`config.mk`:
```
export PLATFORM = sky130hd
export DESIGN_NAME = radix_integer_text_parser_core
export DESIGN_NICKNAME = d
export VERILOG_FILES = /design/src/rtl/core/rtp_pkg.sv /design/src/rtl/core/rtp_front.sv /design/src/rtl/core/rtp_fifo.sv /design/src/rtl/core/rtp_back.sv /design/src/rtl/core/radix_integer_text_parser_core.sv
export SDC_FILE = /design/constraint.sdc
export NUM_CORES = 1
export LEC_CHECK = 0
export BUFFER_PORTS_ARGS = -buffer_cell sky130_fd_sc_hd__clkbuf_2
export CORE_AREA = 2 2 256 233
export DETAILED_ROUTE_END_ITERATION = 10
export DIE_AREA = 0 0 258 235
export GPL_ROUTABILITY_DRIVEN = 0
export PLACE_DENSITY_LB_ADDON = 0.12
export SLEW_MARGIN = 20
export SYNTH_ARGS = -nofsm -noshare
export SYNTH_HDL_FRONTEND = slang
export SYNTH_SLANG_ARGS = --single-unit
```
`constraint.sdc`:
```
create_clock -name clk_i -period 8.6 [get_ports clk_i]
set_clock_uncertainty 0.05 [all_clocks]
set_input_delay 1.29 -clock clk_i [delete_from_list [all_inputs] [get_ports clk_i]]
set_output_delay 1.29 -clock clk_i [all_outputs]
set_load 0.05 [all_outputs]
```
`src/rtl/core/rtp_pkg.sv`:
```
// Types, character constants and the digit decoder shared by the radix parser.
package rtp_pkg;

  localparam logic [7:0] CHAR_ZERO  = 8'h30;
  localparam logic [7:0] CHAR_NINE  = 8'h39;
  localparam logic [7:0] CHAR_PLUS  = 8'h2B;
  localparam logic [7:0] CHAR_MINUS = 8'h2D;
  localparam logic [7:0] CHAR_LA    = 8'h61;
  localparam logic [7:0] CHAR_LZ    = 8'h7A;
  localparam logic [7:0] CHAR_UA    = 8'h41;
  localparam logic [7:0] CHAR_UZ    = 8'h5A;

  localparam logic [5:0] RADIX_LOW   = 6'd2;
  localparam logic [5:0] RADIX_HIGH  = 6'd36;
  localparam logic [5:0] RADIX_RESET = 6'd10;

  // Digit code meaning "not a digit character".
  localparam logic [6:0] DIGIT_NONE = 7'd99;

  // Register index decoded from paddr.
  localparam logic REG_RADIX = 1'b0;

  localparam int unsigned QUEUE_DEPTH = 2;
  localparam int unsigned QPTR_W      = $clog2(QUEUE_DEPTH);
  localparam int unsigned QCNT_W      = $clog2(QUEUE_DEPTH + 1);

  // Product width: 64-bit accumulator times a 6-bit radix, plus sign.
  localparam int unsigned PROD_W = 71;

  typedef enum logic [1:0] {
    KIND_SIGN,
    KIND_DIGIT,
    KIND_BAD
  } rtp_kind_e;

  typedef struct packed {
    rtp_kind_e  kind;
    logic [5:0] digit;
    logic [5:0] radix;
    logic       neg;
    logic       last;
  } rtp_item_t;

  function automatic logic [6:0] digit_of(input logic [7:0] c);
    logic [6:0] d;
    d = DIGIT_NONE;
    if (c inside {[CHAR_ZERO:CHAR_NINE]}) begin
      d = 7'(c - CHAR_ZERO);
    end else if (c inside {[CHAR_LA:CHAR_LZ]}) begin
      d = 7'(c - CHAR_LA) + 7'd10;
    end else if (c inside {[CHAR_UA:CHAR_UZ]}) begin
      d = 7'(c - CHAR_UA) + 7'd10;
    end
    return d;
  endfunction

endpackage

```
`src/rtl/core/rtp_front.sv`:
```
// Front end: accepts characters, tracks text start and sign, classifies each item.
module rtp_front (
  input  logic                clk_i,
  input  logic                rst_ni,
  input  logic                in_valid_i,
  output logic                in_stall_o,
  input  logic [7:0]          char_code_i,
  input  logic                last_i,
  input  logic [5:0]          radix_i,
  input  logic                q_full_i,
  output logic                push_o,
  output rtp_pkg::rtp_item_t  item_o
);

  logic       at_start_q, at_start_d;
  logic       neg_q, neg_d;
  logic [6:0] dig;
  logic       is_sign;
  logic       radix_bad;
  logic       accept;

  assign in_stall_o = q_full_i;
  assign accept     = in_valid_i && !q_full_i;
  assign push_o     = accept;

  assign dig       = rtp_pkg::digit_of(char_code_i);
  assign is_sign   = (char_code_i == rtp_pkg::CHAR_PLUS) || (char_code_i == rtp_pkg::CHAR_MINUS);
  assign radix_bad = (radix_i < rtp_pkg::RADIX_LOW) || (radix_i > rtp_pkg::RADIX_HIGH);

  always_comb begin
    item_o.digit = dig[5:0];
    item_o.radix = radix_i;
    item_o.last  = last_i;
    item_o.neg   = neg_q;
    if (at_start_q && is_sign) begin
      item_o.neg  = (char_code_i == rtp_pkg::CHAR_MINUS);
      item_o.kind = last_i ? rtp_pkg::KIND_BAD : rtp_pkg::KIND_SIGN;
    end else if (radix_bad || (dig >= {1'b0, radix_i})) begin
      item_o.kind = rtp_pkg::KIND_BAD;
    end else begin
      item_o.kind = rtp_pkg::KIND_DIGIT;
    end
  end

  always_comb begin
    at_start_d = at_start_q;
    neg_d      = neg_q;
    if (accept) begin
      if (last_i) begin
        at_start_d = 1'b1;
        neg_d      = 1'b0;
      end else begin
        at_start_d = 1'b0;
        neg_d      = item_o.neg;
      end
    end
  end

  always_ff @(posedge clk_i or negedge rst_ni) begin
    if (!rst_ni) begin
      at_start_q <= 1'b1;
      neg_q      <= 1'b0;
    end else begin
      at_start_q <= at_start_d;
      neg_q      <= neg_d;
    end
  end

endmodule

```
`src/rtl/core/rtp_fifo.sv`:
```
// Short item queue between the front end and the accumulator.
module rtp_fifo (
  input  logic                clk_i,
  input  logic                rst_ni,
  input  logic                push_i,
  input  rtp_pkg::rtp_item_t  item_i,
  output logic                full_o,
  input  logic                pop_i,
  output logic                valid_o,
  output rtp_pkg::rtp_item_t  item_o
);

  rtp_pkg::rtp_item_t                   mem_q [rtp_pkg::QUEUE_DEPTH];
  logic [rtp_pkg::QPTR_W-1:0]           wr_ptr_q, wr_ptr_d;
  logic [rtp_pkg::QPTR_W-1:0]           rd_ptr_q, rd_ptr_d;
  logic [rtp_pkg::QCNT_W-1:0]           count_q, count_d;

  localparam logic [rtp_pkg::QPTR_W-1:0] PtrLast = rtp_pkg::QPTR_W'(rtp_pkg::QUEUE_DEPTH - 1);
  localparam logic [rtp_pkg::QCNT_W-1:0] CntFull = rtp_pkg::QCNT_W'(rtp_pkg::QUEUE_DEPTH);

  assign full_o  = (count_q == CntFull);
  assign valid_o = (count_q != '0);
  assign item_o  = mem_q[rd_ptr_q];

  always_comb begin
    wr_ptr_d = wr_ptr_q;
    rd_ptr_d = rd_ptr_q;
    count_d  = count_q;
    if (push_i) begin
      wr_ptr_d = (wr_ptr_q == PtrLast) ? '0 : wr_ptr_q + 1'b1;
    end
    if (pop_i) begin
      rd_ptr_d = (rd_ptr_q == PtrLast) ? '0 : rd_ptr_q + 1'b1;
    end
    if (push_i && !pop_i) begin
      count_d = count_q + 1'b1;
    end else if (!push_i && pop_i) begin
      count_d = count_q - 1'b1;
    end
  end

  always_ff @(posedge clk_i) begin
    if (push_i) begin
      mem_q[wr_ptr_q] <= item_i;
    end
  end

  always_ff @(posedge clk_i or negedge rst_ni) begin
    if (!rst_ni) begin
      wr_ptr_q <= '0;
      rd_ptr_q <= '0;
      count_q  <= '0;
    end else begin
      wr_ptr_q <= wr_ptr_d;
      rd_ptr_q <= rd_ptr_d;
      count_q  <= count_d;
    end
  end

endmodule

```
`src/rtl/core/rtp_back.sv`:
```
// Back end: negative accumulator with overflow check and the result register.
module rtp_back (
  input  logic                clk_i,
  input  logic                rst_ni,
  input  logic                q_valid_i,
  input  rtp_pkg::rtp_item_t  item_i,
  output logic                pop_o,
  output logic                out_valid_o,
  input  logic                out_stall_i,
  output logic signed [63:0]  value_o,
  output logic                error_o
);

  logic signed [63:0]                 acc_q, acc_d;
  logic                               failed_q, failed_d;
  logic                               out_valid_q, out_valid_d;
  logic signed [63:0]                 out_acc_q;
  logic                               out_neg_q;
  logic                               out_err_q;
  logic signed [rtp_pkg::PROD_W-1:0]  prod;
  logic signed [rtp_pkg::PROD_W-1:0]  nxt;
  logic signed [rtp_pkg::PROD_W-1:0]  limit;
  logic signed [63:0]                 acc_step;
  logic                               fail_step;
  logic                               out_free;
  logic                               load;

  localparam logic signed [rtp_pkg::PROD_W-1:0] LimitNeg = {{8{1'b1}}, 63'h0};
  localparam logic signed [rtp_pkg::PROD_W-1:0] LimitPos = {{8{1'b1}}, 63'h1};

  assign out_free = !out_valid_q || !out_stall_i;
  assign pop_o    = q_valid_i && (!item_i.last || out_free);
  assign load     = pop_o && item_i.last;

  assign prod  = $signed({{(rtp_pkg::PROD_W - 64){acc_q[63]}}, acc_q})
               * $signed({{(rtp_pkg::PROD_W - 6){1'b0}}, item_i.radix});
  assign nxt   = prod - $signed({{(rtp_pkg::PROD_W - 6){1'b0}}, item_i.digit});
  assign limit = item_i.neg ? LimitNeg : LimitPos;

  always_comb begin
    acc_step  = acc_q;
    fail_step = failed_q;
    if (!failed_q) begin
      case (item_i.kind)
        rtp_pkg::KIND_DIGIT: begin
          if (nxt < limit) begin
            fail_step = 1'b1;
          end else begin
            acc_step = nxt[63:0];
          end
        end
        rtp_pkg::KIND_BAD: fail_step = 1'b1;
        default: ;
      endcase
    end
  end

  always_comb begin
    acc_d       = acc_q;
    failed_d    = failed_q;
    out_valid_d = out_valid_q;
    if (!out_stall_i) begin
      out_valid_d = 1'b0;
    end
    if (pop_o) begin
      if (item_i.last) begin
        acc_d       = '0;
        failed_d    = 1'b0;
        out_valid_d = 1'b1;
      end else begin
        acc_d    = acc_step;
        failed_d = fail_step;
      end
    end
  end

  always_ff @(posedge clk_i) begin
    if (load) begin
      out_acc_q <= acc_step;
      out_neg_q <= item_i.neg;
      out_err_q <= fail_step;
    end
  end

  always_ff @(posedge clk_i or negedge rst_ni) begin
    if (!rst_ni) begin
      acc_q       <= '0;
      failed_q    <= 1'b0;
      out_valid_q <= 1'b0;
    end else begin
      acc_q       <= acc_d;
      failed_q    <= failed_d;
      out_valid_q <= out_valid_d;
    end
  end

  assign out_valid_o = out_valid_q;
  assign error_o     = out_err_q;
  assign value_o     = out_err_q ? 64'sd0 : (out_neg_q ? out_acc_q : -out_acc_q);

endmodule

```
`src/rtl/core/radix_integer_text_parser_core.sv`:
```
// Top level of the radix integer text parser: APB radix register, front, queue, back.
//
//   channel | handshake               | payload
//   --------+-------------------------+-------------------------------
//   in      | in_valid_i, in_stall_o  | char_code_i[7:0], last_i
//   out     | out_valid_o, out_stall_i| value_o[63:0] (signed), error_o
//   cfg     | psel, penable, pwrite   | paddr[2:0], pwdata, prdata
//
// One item per cycle while the queue is not full; the last item of a text passes
// through the queue write, then the accumulate into the result register.
// Accumulate: one 64x6 multiply, subtract, compare per cycle with an item queued.
// Reset returns the radix to 10 and clears the text state; no clearing pass.
// A waiting result does not stop items; the two-entry queue stalls the input
// only once a second result is due while the first is still held.
module radix_integer_text_parser_core (
  input  logic               clk_i,
  input  logic               rst_ni,
  input  logic               in_valid_i,
  output logic               in_stall_o,
  input  logic [7:0]         char_code_i,
  input  logic               last_i,
  output logic               out_valid_o,
  input  logic               out_stall_i,
  output logic signed [63:0] value_o,
  output logic               error_o,
  input  logic               psel,
  input  logic               penable,
  input  logic               pwrite,
  input  logic [2:0]         paddr,
  input  logic [31:0]        pwdata,
  output logic [31:0]        prdata,
  output logic               pready
);

  logic [5:0]          radix_q, radix_d;
  logic                reg_sel;
  logic                push;
  logic                pop;
  logic                q_full;
  logic                q_valid;
  rtp_pkg::rtp_item_t  front_item;
  rtp_pkg::rtp_item_t  head_item;

  assign pready  = 1'b1;
  assign reg_sel = (paddr[2] == rtp_pkg::REG_RADIX);
  assign prdata  = reg_sel ? {26'd0, radix_q} : 32'd0;

  always_comb begin
    radix_d = radix_q;
    if (psel && penable && pwrite && reg_sel) begin
      radix_d = pwdata[5:0];
    end
  end

  always_ff @(posedge clk_i or negedge rst_ni) begin
    if (!rst_ni) begin
      radix_q <= rtp_pkg::RADIX_RESET;
    end else begin
      radix_q <= radix_d;
    end
  end

  rtp_front u_front (
    .clk_i       (clk_i),
    .rst_ni      (rst_ni),
    .in_valid_i  (in_valid_i),
    .in_stall_o  (in_stall_o),
    .char_code_i (char_code_i),
    .last_i      (last_i),
    .radix_i     (radix_q),
    .q_full_i    (q_full),
    .push_o      (push),
    .item_o      (front_item)
  );

  rtp_fifo u_fifo (
    .clk_i   (clk_i),
    .rst_ni  (rst_ni),
    .push_i  (push),
    .item_i  (front_item),
    .full_o  (q_full),
    .pop_i   (pop),
    .valid_o (q_valid),
    .item_o  (head_item)
  );

  rtp_back u_back (
    .clk_i       (clk_i),
    .rst_ni      (rst_ni),
    .q_valid_i   (q_valid),
    .item_i      (head_item),
    .pop_o       (pop),
    .out_valid_o (out_valid_o),
    .out_stall_i (out_stall_i),
    .value_o     (value_o),
    .error_o     (error_o)
  );

endmodule

```
==> flow_results.org, run 1 <==
** Yosys
- Number of flops mapped to enable cells by yosys :: 98
- Averaged over all synthesized cells, the footprint is 8.99 sq um.
- Synth Flop Type :: sky130_fd_sc_hd__edfxtp_1
- The cell count after synthesis came out at 2,803.
- Main combinational cell family by area after synthesis :: adder cells
- Post-synthesis share of cell area spent on xor and xnor gates :: 3.72%
- Post-Synth Simple-Gate Area :: 18.1%
- Of the total synthesized cell area, the portion taken by full adders, half adders and majority gates is 31.1%.
- Library cell with the largest summed area after synthesis :: sky130_fd_sc_hd__fa_1
- Top cell types by occurrence after synthesis :: sky130_fd_sc_hd__inv_1, sky130_fd_sc_hd__fa_1, sky130_fd_sc_hd__and2_1
- Area share of the leading cell type in the synthesized netlist :: 26.1%
- Synthesis instantiated 83 different standard cells from the library.
- Mux share of post-synthesis cell area :: 4.84%
- Share of the yosys chip area belonging to registers :: 19.4%
- Share of the synthesized area in compound gates (AO/OA/AOI/OAI) :: 13.1%
- Most frequent cell after synthesis :: sky130_fd_sc_hd__inv_1
- Synthesized area :: 25,200 sq um
- Yosys printed 0 warnings.
- In the synthesized netlist the async set-or-reset flop fraction comes to 44.3%.
- Dominant cells by area after synthesis :: sky130_fd_sc_hd__fa_1, sky130_fd_sc_hd__edfxtp_1, sky130_fd_sc_hd__dfrtp_1, sky130_fd_sc_hd__inv_1, sky130_fd_sc_hd__and2_1
- Counting flops and latches in the post-synthesis netlist gives 176.

** Job
- Max-cap violations in this run came to 0.

** Critical path
- The kind of cell with the highest combined delay along the critical path is adder cells.
- For flop-to-flop paths, the worst setup slack is 200 ps.
- STA puts the critical path data required time at 8780 ps.
- In this design, the stage delay of the slowest critical-path cell is 660 ps.
- Cell with the most instances on the worst path :: sky130_fd_sc_hd__fa_1
- The worst setup path is captured at a flip-flop.
- Traced cell by cell, the critical path runs through mux2_2 -> buf_4 -> and2_1 -> fa_1 -> fa_1 -> fa_1 -> inv_1 -> fa_1 -> inv_1 -> ha_1 -> a21oi_1 -> o21ai_0 -> a22oi_1 -> o211ai_1 -> a41oi_1 -> xnor2_1 -> nor4_1 -> nor4bb_1 -> nand4_1 -> o21ai_2 -> a21oi_4 -> buf_12 -> mux2_4.
- Worst-case reg-to-reg path depth :: 23
- Worst-path fanout max :: 48
- Critical path data arrival time :: 8580 ps
- The critical path contains buffers and inverters numbering 4 combined.
- Counting buffers and inverters, the worst setup path is 23 cells deep.
- The largest individual stage delay along the critical path comes from the cell sky130_fd_sc_hd__a41oi_1.
- The setup path with the least slack is of type reg -> reg.
- Kind of start point of the critical path :: flip-flop

** Clocking
- TritonCTS built the clock tree.
- Clock-pin slew was measured on the worst setup and hold paths at 80 ps.
- At the later pin of the worst-skew pair, clock insertion delay measures 490 ps.
- Maximum root-to-sink buffer count :: 2
- Level count of the clock H-tree :: 4
- TritonCTS created 17 clock buffers.
- Num Clock Sinks :: 176
- The tree is rooted in a sky130_fd_sc_hd__clkbuf_16.

** Final layout
- Summing all flip-flop and latch instances after layout gives 4900 sq um.
- Cells fill 46.7% of the core in the end.
- Combined area of the multi-input logic cells :: 18,000 sq um
- # fillers :: 5,587
- The number of antenna diodes in the final layout is 0.
- Net count reported at finish :: 3,317
- In the final layout, the share of cells above drive strength 1 is 9.47%.
- Growth of design area from synthesis to finish :: 7.31%

** Global route
- The total overflow left after global routing is 0.
- Entering global routing, the biggest net connects 66 pins.
- The number of global-route vias before repair came to 20,500.
- First-pass GRT wire length :: 114 mm
- The initial antenna violation count was 0.
- Tot GR Track Use :: 23.6%

** Status
- The run finished with clean final reports.

** Floorplanning
- The die covers 60,600 sq um.
- In this run the vertical extent of the chip is 235 um.
- Num rows :: 84
- In this run the count of I/O pins placed on the die edge is 151.
- Die Span X :: 258 um
- After floorplanning, the core was sized to cover 57,900 sq um.
- Initial Util :: 43.5%

** Placement
- Count of buffers inserted at the top-level ports :: 95
- Sum of net half-perimeters after detailed placement :: 55.8 mm

** Drt
- DR iter-0 viols :: 1,453
- Via count of the routed design :: 20,000
- Wires add up to 70.1 mm.
- Using the TritonRoute via totals, the vias-per-cell ratio works out to 5.52.
- The detail route stage leaves a number of antenna-violating nets equal to 0.
- DRC viols :: 0
- Routed wirelength normalized by instance count :: 19.3 um
- The first detailed-routing pass took 5 iterations.

** Min path
- Type of the tightest min-delay check :: reg -> reg
- Along the worst hold path, the cell count comes to 1.

** STA
- Setup repair after global routing missed its margin :: no
- At the pin with the least slew margin, the transition time is 929 ps.
- In this run the tightest slew margin relative to its limit is 37.2%.
- Static timing analysis puts the maximum clock frequency at 119 MHz.
- Max-slew violation total from the final report :: 0
- After layout, the minimum clock period comes to 8400 ps.
- The total count of hold-check failures in the final report was 0.
- Total Neg Setup Slack :: 0 ps
- Final Cycle Share :: 97.7%
- Total of endpoints with negative setup slack in the final report :: 0
## worst paths after layout
| check | from | to |
|---|---|---|
| worst min-delay path | u_fifo.wr_ptr_q | u_fifo.wr_ptr_q |
| min in group asynchronous | rst_ni | u_back.acc_q[52] |
| max in group asynchronous | rst_ni | u_back.acc_q[0] |
| worst max register to register | u_fifo.rd_ptr_q | u_back.out_acc_q[43] |
| worst max-delay path | u_fifo.rd_ptr_q | u_back.out_acc_q[43] |
| worst min register to register | u_fifo.wr_ptr_q | u_fifo.wr_ptr_q |
## routing by layer
layer  global-route usage (%)  up-vias  wire length [um]
li1                         -     9243                 -
met1                     34.6    10100             33600
met2                     36.9      537             31500
met3                     3.79       76              3830
met4                     5.13        0              1200
met5                        0        -                 0
## per-stage QoR
stage          instance area (sq um)  std cells  hold slack [ps]  worst slack (ps)
6_report                       27000       3624              461               200
5_1_grt                        27000       3624              509              14.1
4_1_cts                        27000       3622              463               233
3_5_place_dp                   26400       3590              451               262
3_3_place_gp                   26400       3590              428               327
2_1_floorplan                  25300       2828              408              1260
## repair_timing
item,CTS,global route
setup endpoints to repair,0,128
setup buffers,0,2
gates resized for setup,0,5
hold buffers,0,0
## layout by cell type, fill, tap and decap left out, drive strengths merged, types with 19 or more instances in the layout
master / n
inv: 467
fa: 328
and2: 272
nand2: 244
a21oi: 162
nor2: 161
clkbuf: 111
ha: 101
edfxtp: 98
o21ai: 90
xnor2: 81
mux2: 80
dfrtp: 75
a32o: 65
buf: 49
nor3: 45
nand4: 41
a21o: 27
conb: 27
xor2: 26
or3: 26
a31oi: 21
o21a: 19
nor4: 19
## cell type report
cell class | count | share of cell area [%]
clock buffer | 17 | 1.57
clock inverter | 15 | 0.652
inverter | 458 | 6.36
multi-input combinational | 2041 | 66.5
sequential | 176 | 18.1
tap | 774 | 3.58
timing repair buffer | 143 | 3.21
## kinds of logic (layout without fill, tap and decap cells)
kind of cell / after synthesis / in the layout
buffers and inverters: 611 / 633
adder cells (fa/ha/maj): 429 / 429
flip-flops: 176 / 176
multiplexers: 93 / 93
AND/OR/NAND/NOR: 892 / 892
XOR/XNOR: 107 / 107
AO/OA/AOI/OAI: 493 / 493
other: 2 / 27
## registers in the layout (all words and copies together) (netlist names)
signal              count
radix_q                 6
u_back.acc_q           64
u_back.error_o          1
u_back.failed_q         1
u_back.out_acc_q       64
u_back.out_neg_q        1
u_back.out_valid_o      1
u_fifo.count_q          2
u_fifo.mem_q           32
u_fifo.rd_ptr_q         1
u_fifo.wr_ptr_q         1
u_front.at_start_q      1
u_front.neg_q           1
Power of run 1 is not shown: default switching activity piles up to over one toggle a cycle in this logic, so the estimate is an artifact.
==> run 2, diff against run 1 <==
- CTS_CLUSTER_SIZE: default -> 10
- GPL_TIMING_DRIVEN: default -> 0
==> run 2 against run 1 <==
Clock-buffer cell count up 1. Via count is 5.6% higher. First-iteration DRC count increased by 28%. Global-route usage rose by 3.1 points.
==> flow_results.org, run 2 (synthesis gave the netlist of run 1 again) <==
** Placement
- The post-placement setup slack was -1510 ps (was 262 ps).
- The detailed placer's ending HPWL was 64.7 mm (was 55.8 mm).
- The total placed cells including tap cells is 3,698 (was 3,590).
- Count of buffers inserted at the top-level ports :: 95 (unchanged)

** Drt
- Routed length on met2 :: 36.5 mm (was 31.5 mm)
- The via density per instance was 5.66 (was 5.52).
- The number of remaining DRC errors is 0 (unchanged).
- The number of nets still failing antenna checks after routing was 0 (unchanged).
- Total Routed Length :: 80.5 mm (was 70.1 mm)
- The detailed-routed wire length on met3 came to 5.42 mm (was 3.83 mm).
- The routed metal-1 wire length was 36.8 mm (was 33.6 mm).
- Pre-Repair DR Iteration Count :: 7 (was 5)
- The highest routed metal layer is met4 (unchanged).
- DR iter-0 viols :: 1,865 (was 1,453)
- The count of vias placed by the detailed router is 21,100 (was 20,000).
- Routed wirelength normalized by instance count :: 21.6 um (was 19.3 um)

** STA
- Worst-Margin Slew :: 1190 ps (was 929 ps)
- Final Cycle Share :: 98.3% (was 97.7%)
- The final number of setup-violating endpoints was 0 (unchanged).
- Achievable frequency :: 118 MHz (was 119 MHz)
- The worst path setup slack after routing is 143 ps (was 200 ps).
- WHS :: 455 ps (was 461 ps)
- The minimum clock period is 8460 ps (was 8400 ps).
- Max-slew violation total from the final report :: 0 (unchanged)
- Slew headroom :: 20.9% (was 37.2%)
- The total count of hold-check failures in the final report was 0 (unchanged).

** Floorplanning
- Number of I/O pins :: 151 (unchanged)
- The row count was 84 (unchanged).
- Core Area :: 57,900 sq um (unchanged)
- Initial Util :: 43.5% (unchanged)
- The floorplan die area came to 60,600 sq um (unchanged).
- The die extent in y was 235 um (unchanged).
- Die Span X :: 258 um (unchanged)

** Critical path
- The most common cell type on the critical path is sky130_fd_sc_hd__fa_1 (unchanged).
- The largest stage delay on the critical path came to 530 ps (was 660 ps).
- The kind of launch point of the worst setup path was a flip-flop (unchanged).
- The kind of end point of the critical path was a flip-flop (unchanged).
- The highest fanout seen on the critical path came to 10 (was 48).
- Critical path data arrival time :: 8600 ps (was 8580 ps)
- The required time at the worst-slack endpoint was 8750 ps (was 8780 ps).
- CP max-delay cell :: sky130_fd_sc_hd__fa_1 (was sky130_fd_sc_hd__a41oi_1)
- The class of the most critical setup path is reg -> reg (unchanged).

** Global route
- The number of global-route vias before repair is 21,400 (was 20,500).
- The maximum number of pins on one net before global-route repair came to 79 (was 66).
- Initial antenna violation count :: 2 (was 0)
- Leftover overflow at the end of global routing :: 0 (unchanged)
- First-pass GRT wire length :: 125 mm (was 114 mm)
- Tot GR Track Use :: 26.7% (was 23.6%)

** Final layout
- The most common library cell in the layout ignoring fill and taps is sky130_fd_sc_hd__inv_1 (unchanged).
- The non-filler instance count after layout came to 3,733 (was 3,624).
- Commonest non-fill, non-tap cells in the layout :: sky130_fd_sc_hd__inv_1, sky130_fd_sc_hd__fa_1, sky130_fd_sc_hd__and2_1 (unchanged)
- Fin util :: 47.9% (was 46.7%)
- Biggest registers after layout: u_back.acc_q: 64 flops, u_back.out_acc_q: 64 flops, u_fifo.mem_q: 32 flops (unchanged).
- Flip-flop and latch area :: 4900 sq um (about the same)
- The share of layout cells above drive strength 1 was 11.5% (was 9.47%).
- The number of antenna diodes was 0 (unchanged).
- Net count reported at finish :: 3,426 (was 3,317)
- The multi-input logic area came to 18,200 sq um (was 18,000 sq um).
- Growth of design area from synthesis to finish :: 10.1% (was 7.31%)
- The final-layout fill cell count is 5,647 (was 5,587).

** Clocking
- The number of buffers between clock root and the deepest sink came to 2 (unchanged).
- Num Clock Sinks :: 176 (unchanged)
- Clock-pin slew reported for the worst setup and hold paths after clock tree synthesis :: 70 ps (was 80 ps)
- The root buffer cell is sky130_fd_sc_hd__clkbuf_16 (unchanged).
- Clock insertion delay at the later pin of the skew report :: 460 ps (was 490 ps)
- The CTS tree is done (unchanged).
- Level count of the clock H-tree :: 4 (unchanged)
- Cts bufs inserted :: 17 (unchanged)

** Status
- Status: finished, final reports clean (unchanged).

** Min path
- The type of the most critical hold path is reg -> reg (unchanged).

** Job
- The number of violations of the max-capacitance limit was 0 (unchanged).
## run 2: timing repair
action	in CTS	in global routing
pin swaps	7	8
setup buffers	12	5
gates cloned	1	1
hold buffers	0	0
resized for setup	51	50
setup endpoints to repair	130	128
## run 2: routing by layer
layer,track usage [%],vias up
met5,0,-
met4,7.04,0
met3,3.34,101
met2,42.3,793
met1,38.8,10700
li1,-,9478
## run 2: per-stage QoR
step	cell area, sq um	setup TNS, ps
after global placement	26700	-202630
after detailed placement	26800	-181680
after global routing	27800	-6.55
after CTS	27600	0
final	27800	0
after floorplan	25300	0
## run 2: path summary, 6_finish.rpt
| path | endpoint | cells after the start | startpoint | slack, ps |
|---|---|---|---|---|
| worst min register to register | u_fifo.mem_q[0][6] | 0 | radix_q[4] | 450 |
| min in group asynchronous | u_back.acc_q[60] | 1 | rst_ni | 840 |
| worst max register to register | u_back.out_acc_q[12] | 25 | u_fifo.rd_ptr_q | 140 |
| worst max-delay path | u_back.out_acc_q[12] | 25 | u_fifo.rd_ptr_q | 140 |
| max in group asynchronous | u_back.acc_q[17] | 1 | rst_ni | 7140 |
| worst min-delay path | u_fifo.mem_q[0][6] | 0 | radix_q[4] | 450 |
## run 2: area by class of cell
class	instances	share of cell area, %
multi-input combinational	2043	65.6
clock buffer	18	1.55
tap	774	3.49
buffer	137	2.66
clock inverter	14	0.618
timing repair buffer	113	2.27
inverter	458	6.20
sequential	176	17.7
## run 2: worst max-delay path: cells and delay by family (launching register included)
family,cells,cell delay (ps)
AO/OA/AOI/OAI,6,1760
multiplexers,2,730
flip-flops,1,520
adder cells (fa/ha/maj),5,2420
AND/OR/NAND/NOR,5,1630
buffers and inverters,6,860
XOR/XNOR,1,190
Power of run 2 is left out for the same reason.
==> run 3, diff against run 2 <==
- ABC_AREA: default -> 1
- CORE_AREA: 2 2 256 233 -> 2 2 266 242
- DIE_AREA: 0 0 258 235 -> 0 0 268 244
==> run 3 against run 2 <==
Setup slack better by 260 ps. Synthesized cell count is 40% higher. Register-to-register slack better by 260 ps. Critical path type unchanged. Largest cell class unchanged.
==> flow_results.org, run 3 <==
** Status
- Status :: finished, final reports clean (unchanged)

** Yosys
- Library cell with the largest summed area after synthesis :: sky130_fd_sc_hd__fa_1 (unchanged)
- The number of synthesized flops with an enable pin came to 98 (unchanged).
- Async set-or-reset flop fraction in the synthesized netlist :: 44.3% (unchanged)
- Area share of the leading cell type in the synthesized netlist :: 24.1% (was 26.1%)
- Dominant cells by area after synthesis: sky130_fd_sc_hd__fa_1, sky130_fd_sc_hd__nand2_1, sky130_fd_sc_hd__inv_1, sky130_fd_sc_hd__edfxtp_1, sky130_fd_sc_hd__nor2_1 (was sky130_fd_sc_hd__fa_1, sky130_fd_sc_hd__edfxtp_1, sky130_fd_sc_hd__dfrtp_1, sky130_fd_sc_hd__inv_1, sky130_fd_sc_hd__and2_1).
- Share of the synthesized area in compound gates (AO/OA/AOI/OAI) :: 5.11% (was 13.1%)
- Synth Flop Type :: sky130_fd_sc_hd__edfxtp_1 (unchanged)
- The gate count of the mapped netlist came to 3,932 (was 2,803).
- The cell with the most instances after synthesis is sky130_fd_sc_hd__nand2_1 (was sky130_fd_sc_hd__inv_1).
- Register bit total from synthesis :: 176 (unchanged)
- Mux share of post-synthesis cell area :: 0.184% (was 4.84%)
- The number of distinct library cells after synthesis was 57 (was 83).
- Top cell types by occurrence after synthesis :: sky130_fd_sc_hd__nand2_1, sky130_fd_sc_hd__inv_1, sky130_fd_sc_hd__nor2_1 (was sky130_fd_sc_hd__inv_1, sky130_fd_sc_hd__fa_1, sky130_fd_sc_hd__and2_1)
- Mapped Avg Cell Area :: 6.93 sq um (was 8.99 sq um)
- The dominant combinational cell family by area after synthesis is simple AND/OR/NAND/NOR gates (was adder cells).
- Post-Synth Simple-Gate Area :: 32.5% (was 18.1%)
- The part of the Yosys area used for sequential elements was 18.0% (was 19.4%).
- The netlist area before placement came to 27,300 sq um (was 25,200 sq um).
- Post-synthesis share of cell area spent on xor and xnor gates :: 0.675% (was 3.72%)
- The warning count from the yosys run was 0 (unchanged).
- Adder-cell area share of the yosys netlist :: 28.7% (was 31.1%)

** Critical path
- Worst-path fanout max :: 10 (unchanged)
- The kind of end point of the critical path is a flip-flop (unchanged).
- Critical path data arrival time :: 8360 ps (was 8600 ps)
- Max stage delay on crit path :: 580 ps (was 530 ps)
- The most common cell type on the critical path was sky130_fd_sc_hd__nand2_1 (was sky130_fd_sc_hd__fa_1).
- FF-to-FF Start :: u_fifo.rd_ptr_q (unchanged)
- The class of the most critical setup path was reg -> reg (unchanged).
- The kind of launch point of the worst setup path was a flip-flop (unchanged).
- The critical path startpoint is u_fifo.rd_ptr_q (unchanged).
- CP max-delay cell :: sky130_fd_sc_hd__fa_1 (unchanged)
- The required time at the worst-slack endpoint was 8760 ps (was 8750 ps).

** Floorplanning
- Total Die Area :: 65,400 sq um (was 60,600 sq um)
- The initial cell density of the core came to 43.7% (was 43.5%).
- The number of primary I/O pins was 151 (unchanged).
- The core box area came to 62,400 sq um (was 57,900 sq um).
- Die height :: 244 um (was 235 um)
- The row count was 87 (was 84).
- Die Span X :: 268 um (was 258 um)

** STA
- The final-report max-slew violation count is 0 (unchanged).
- The total negative slack came to 0 ps (unchanged).
- The worst hold margin was 431 ps (was 455 ps).
- Worst-Margin Slew :: 1040 ps (was 1190 ps)
- Setup repair after global routing left no endpoint under its margin.
- Achievable frequency :: 122 MHz (was 118 MHz)
- The period utilization is 95.4% (was 98.3%).
- Hold Fails Final Rpt :: 0 (unchanged)
- Minimum period implied by the final worst setup slack :: 8200 ps (was 8460 ps)
- Slew headroom :: 30.7% (was 20.9%)
- Total of endpoints with negative setup slack in the final report :: 0 (unchanged)

** Final layout
- Commonest non-fill, non-tap cells in the layout: sky130_fd_sc_hd__nand2_1, sky130_fd_sc_hd__inv_1, sky130_fd_sc_hd__nor2_1 (was sky130_fd_sc_hd__inv_1, sky130_fd_sc_hd__fa_1, sky130_fd_sc_hd__and2_1).
- Growth of design area from synthesis to finish :: 8.76% (was 10.1%)
- Net count reported at finish :: 4,555 (was 3,426)
- The most common library cell in the layout ignoring fill and taps is sky130_fd_sc_hd__nand2_1 (was sky130_fd_sc_hd__inv_1).
- Biggest registers after layout: u_back.acc_q: 64 flops, u_back.out_acc_q: 64 flops, u_fifo.mem_q: 32 flops (unchanged).
- Total inserted antenna cells :: 0 (unchanged)
- The end-of-flow core utilization was 47.5% (was 47.9%).
- The share of layout cells above drive strength 1 is 8.68% (was 11.5%).
- The non-filler instance count after layout was 4,933 (was 3,733).

** Clocking
- Cts bufs inserted :: 17 (unchanged)
- The clock slew at the register clock pins of the worst setup and hold paths was 70 ps (about the same).
- The clock insertion delay at the later pin of the skew report came to 510 ps (was 460 ps).
- Hold buffer count at cts :: 0 (unchanged)
- The CTS tree is done (unchanged).
- The root buffer cell is sky130_fd_sc_hd__clkbuf_16 (unchanged).
- Maximum root-to-sink buffer count :: 2 (unchanged)
- Level count of the clock H-tree :: 4 (unchanged)
- The number of sinks on the clock net came to 176 (unchanged).

** Global route
- The global-route wire length before repair was 139 mm (was 125 mm).
- Maximum number of pins on one net before global-route repair :: 47 (was 79)
- Leftover overflow at the end of global routing :: 0 (unchanged)
- Tot GR Track Use :: 28.1% (was 26.7%)
- Initial antenna violation count :: 4 (was 2)
- The number of global-route vias before repair was 24,100 (was 21,400).

** Drt
- The number of iterations in the first detailed-routing pass is 8 (was 7).
- The average wire per cell in the routed design came to 17.9 um (was 21.6 um).
- The number of nets still failing antenna checks after routing came to 0 (unchanged).
- DRC viols :: 0 (unchanged)
- The post-detailed-routing wire length came to 88.5 mm (was 80.5 mm).
- The via density per instance was 4.97 (was 5.66).
- DR iter-0 viols :: 1,965 (was 1,865)
- Via count of the routed design :: 24,500 (was 21,100)

** Min path
- Hold_sp :: u_back.acc_q[22] (was radix_q[4])
- Type of the tightest min-delay check :: reg -> reg (unchanged)

** Placement
- Count of buffers inserted at the top-level ports :: 95 (unchanged)
- The detailed placer's ending HPWL came to 74.4 mm (was 64.7 mm).
- The total placed cells including tap cells is 4,902 (was 3,698).

** Job
- Count of max-cap constraint violations :: 0 (unchanged)
[run 3: logic make-up (layout without fill, tap and decap cells)]
kind of cell	after synthesis	in the layout
AO/OA/AOI/OAI	262	262
XOR/XNOR	21	21
adder cells (fa/ha/maj)	429	429
buffers and inverters	1025	1156
flip-flops	176	176
multiplexers	5	5
other	2	27
AND/OR/NAND/NOR	2012	2012
[run 3: final timing paths]
kind	endpoint	slack (ps)	cells after the start
max in group asynchronous	u_back.acc_q[16]	7250	2
hold / removal	u_back.acc_q[22]	430	2
min in group asynchronous	u_back.acc_q[58]	650	1
setup / recovery	u_back.out_acc_q[58]	400	33
setup reg to reg	u_back.out_acc_q[58]	400	33
hold reg to reg	u_back.acc_q[22]	430	2
[run 3: timing repair]
action                                  CTS  global route
gates resized for setup                   4            53
setup buffers                             0             0
endpoints found under the setup margin    7           124
[run 3: per-layer routing]
metal	vias up	GRT usage, %	part of all wire (%)
li1	12000	-	-
met1	11600	40.7	46
met2	794	42.6	43
met4	0	8.17	2.8
met5	-	0	0
met3	105	5.50	7.6
[run 3: through the flow]
stage / cell area [sq um] / setup WS, ps
after floorplan: 27300 / 2370
after global placement: 28900 / -380
after detailed placement: 29000 / 2.42
after CTS: 29600 / 81.9
after global routing: 29600 / 119
final: 29600 / 399
[run 3: cell type report]
type	count	area (sq um)
inverter	912	3430
fill	6542	32700
buffer	112	648
sequential	176	4900
clock buffer	18	429
multi-input combinational	2756	18400
timing repair buffer	100	573
clock inverter	14	164
tap	845	1060
[run 3: critical path: cells and delay by family (launching register included)]
kind | cells | cell delay [ps]
flops | 1 | 500
buf+inv | 8 | 1410
fa+ha+maj | 5 | 2460
simple gates | 18 | 2910
compound gates | 2 | 540
Power of run 3 is left out for the same reason.
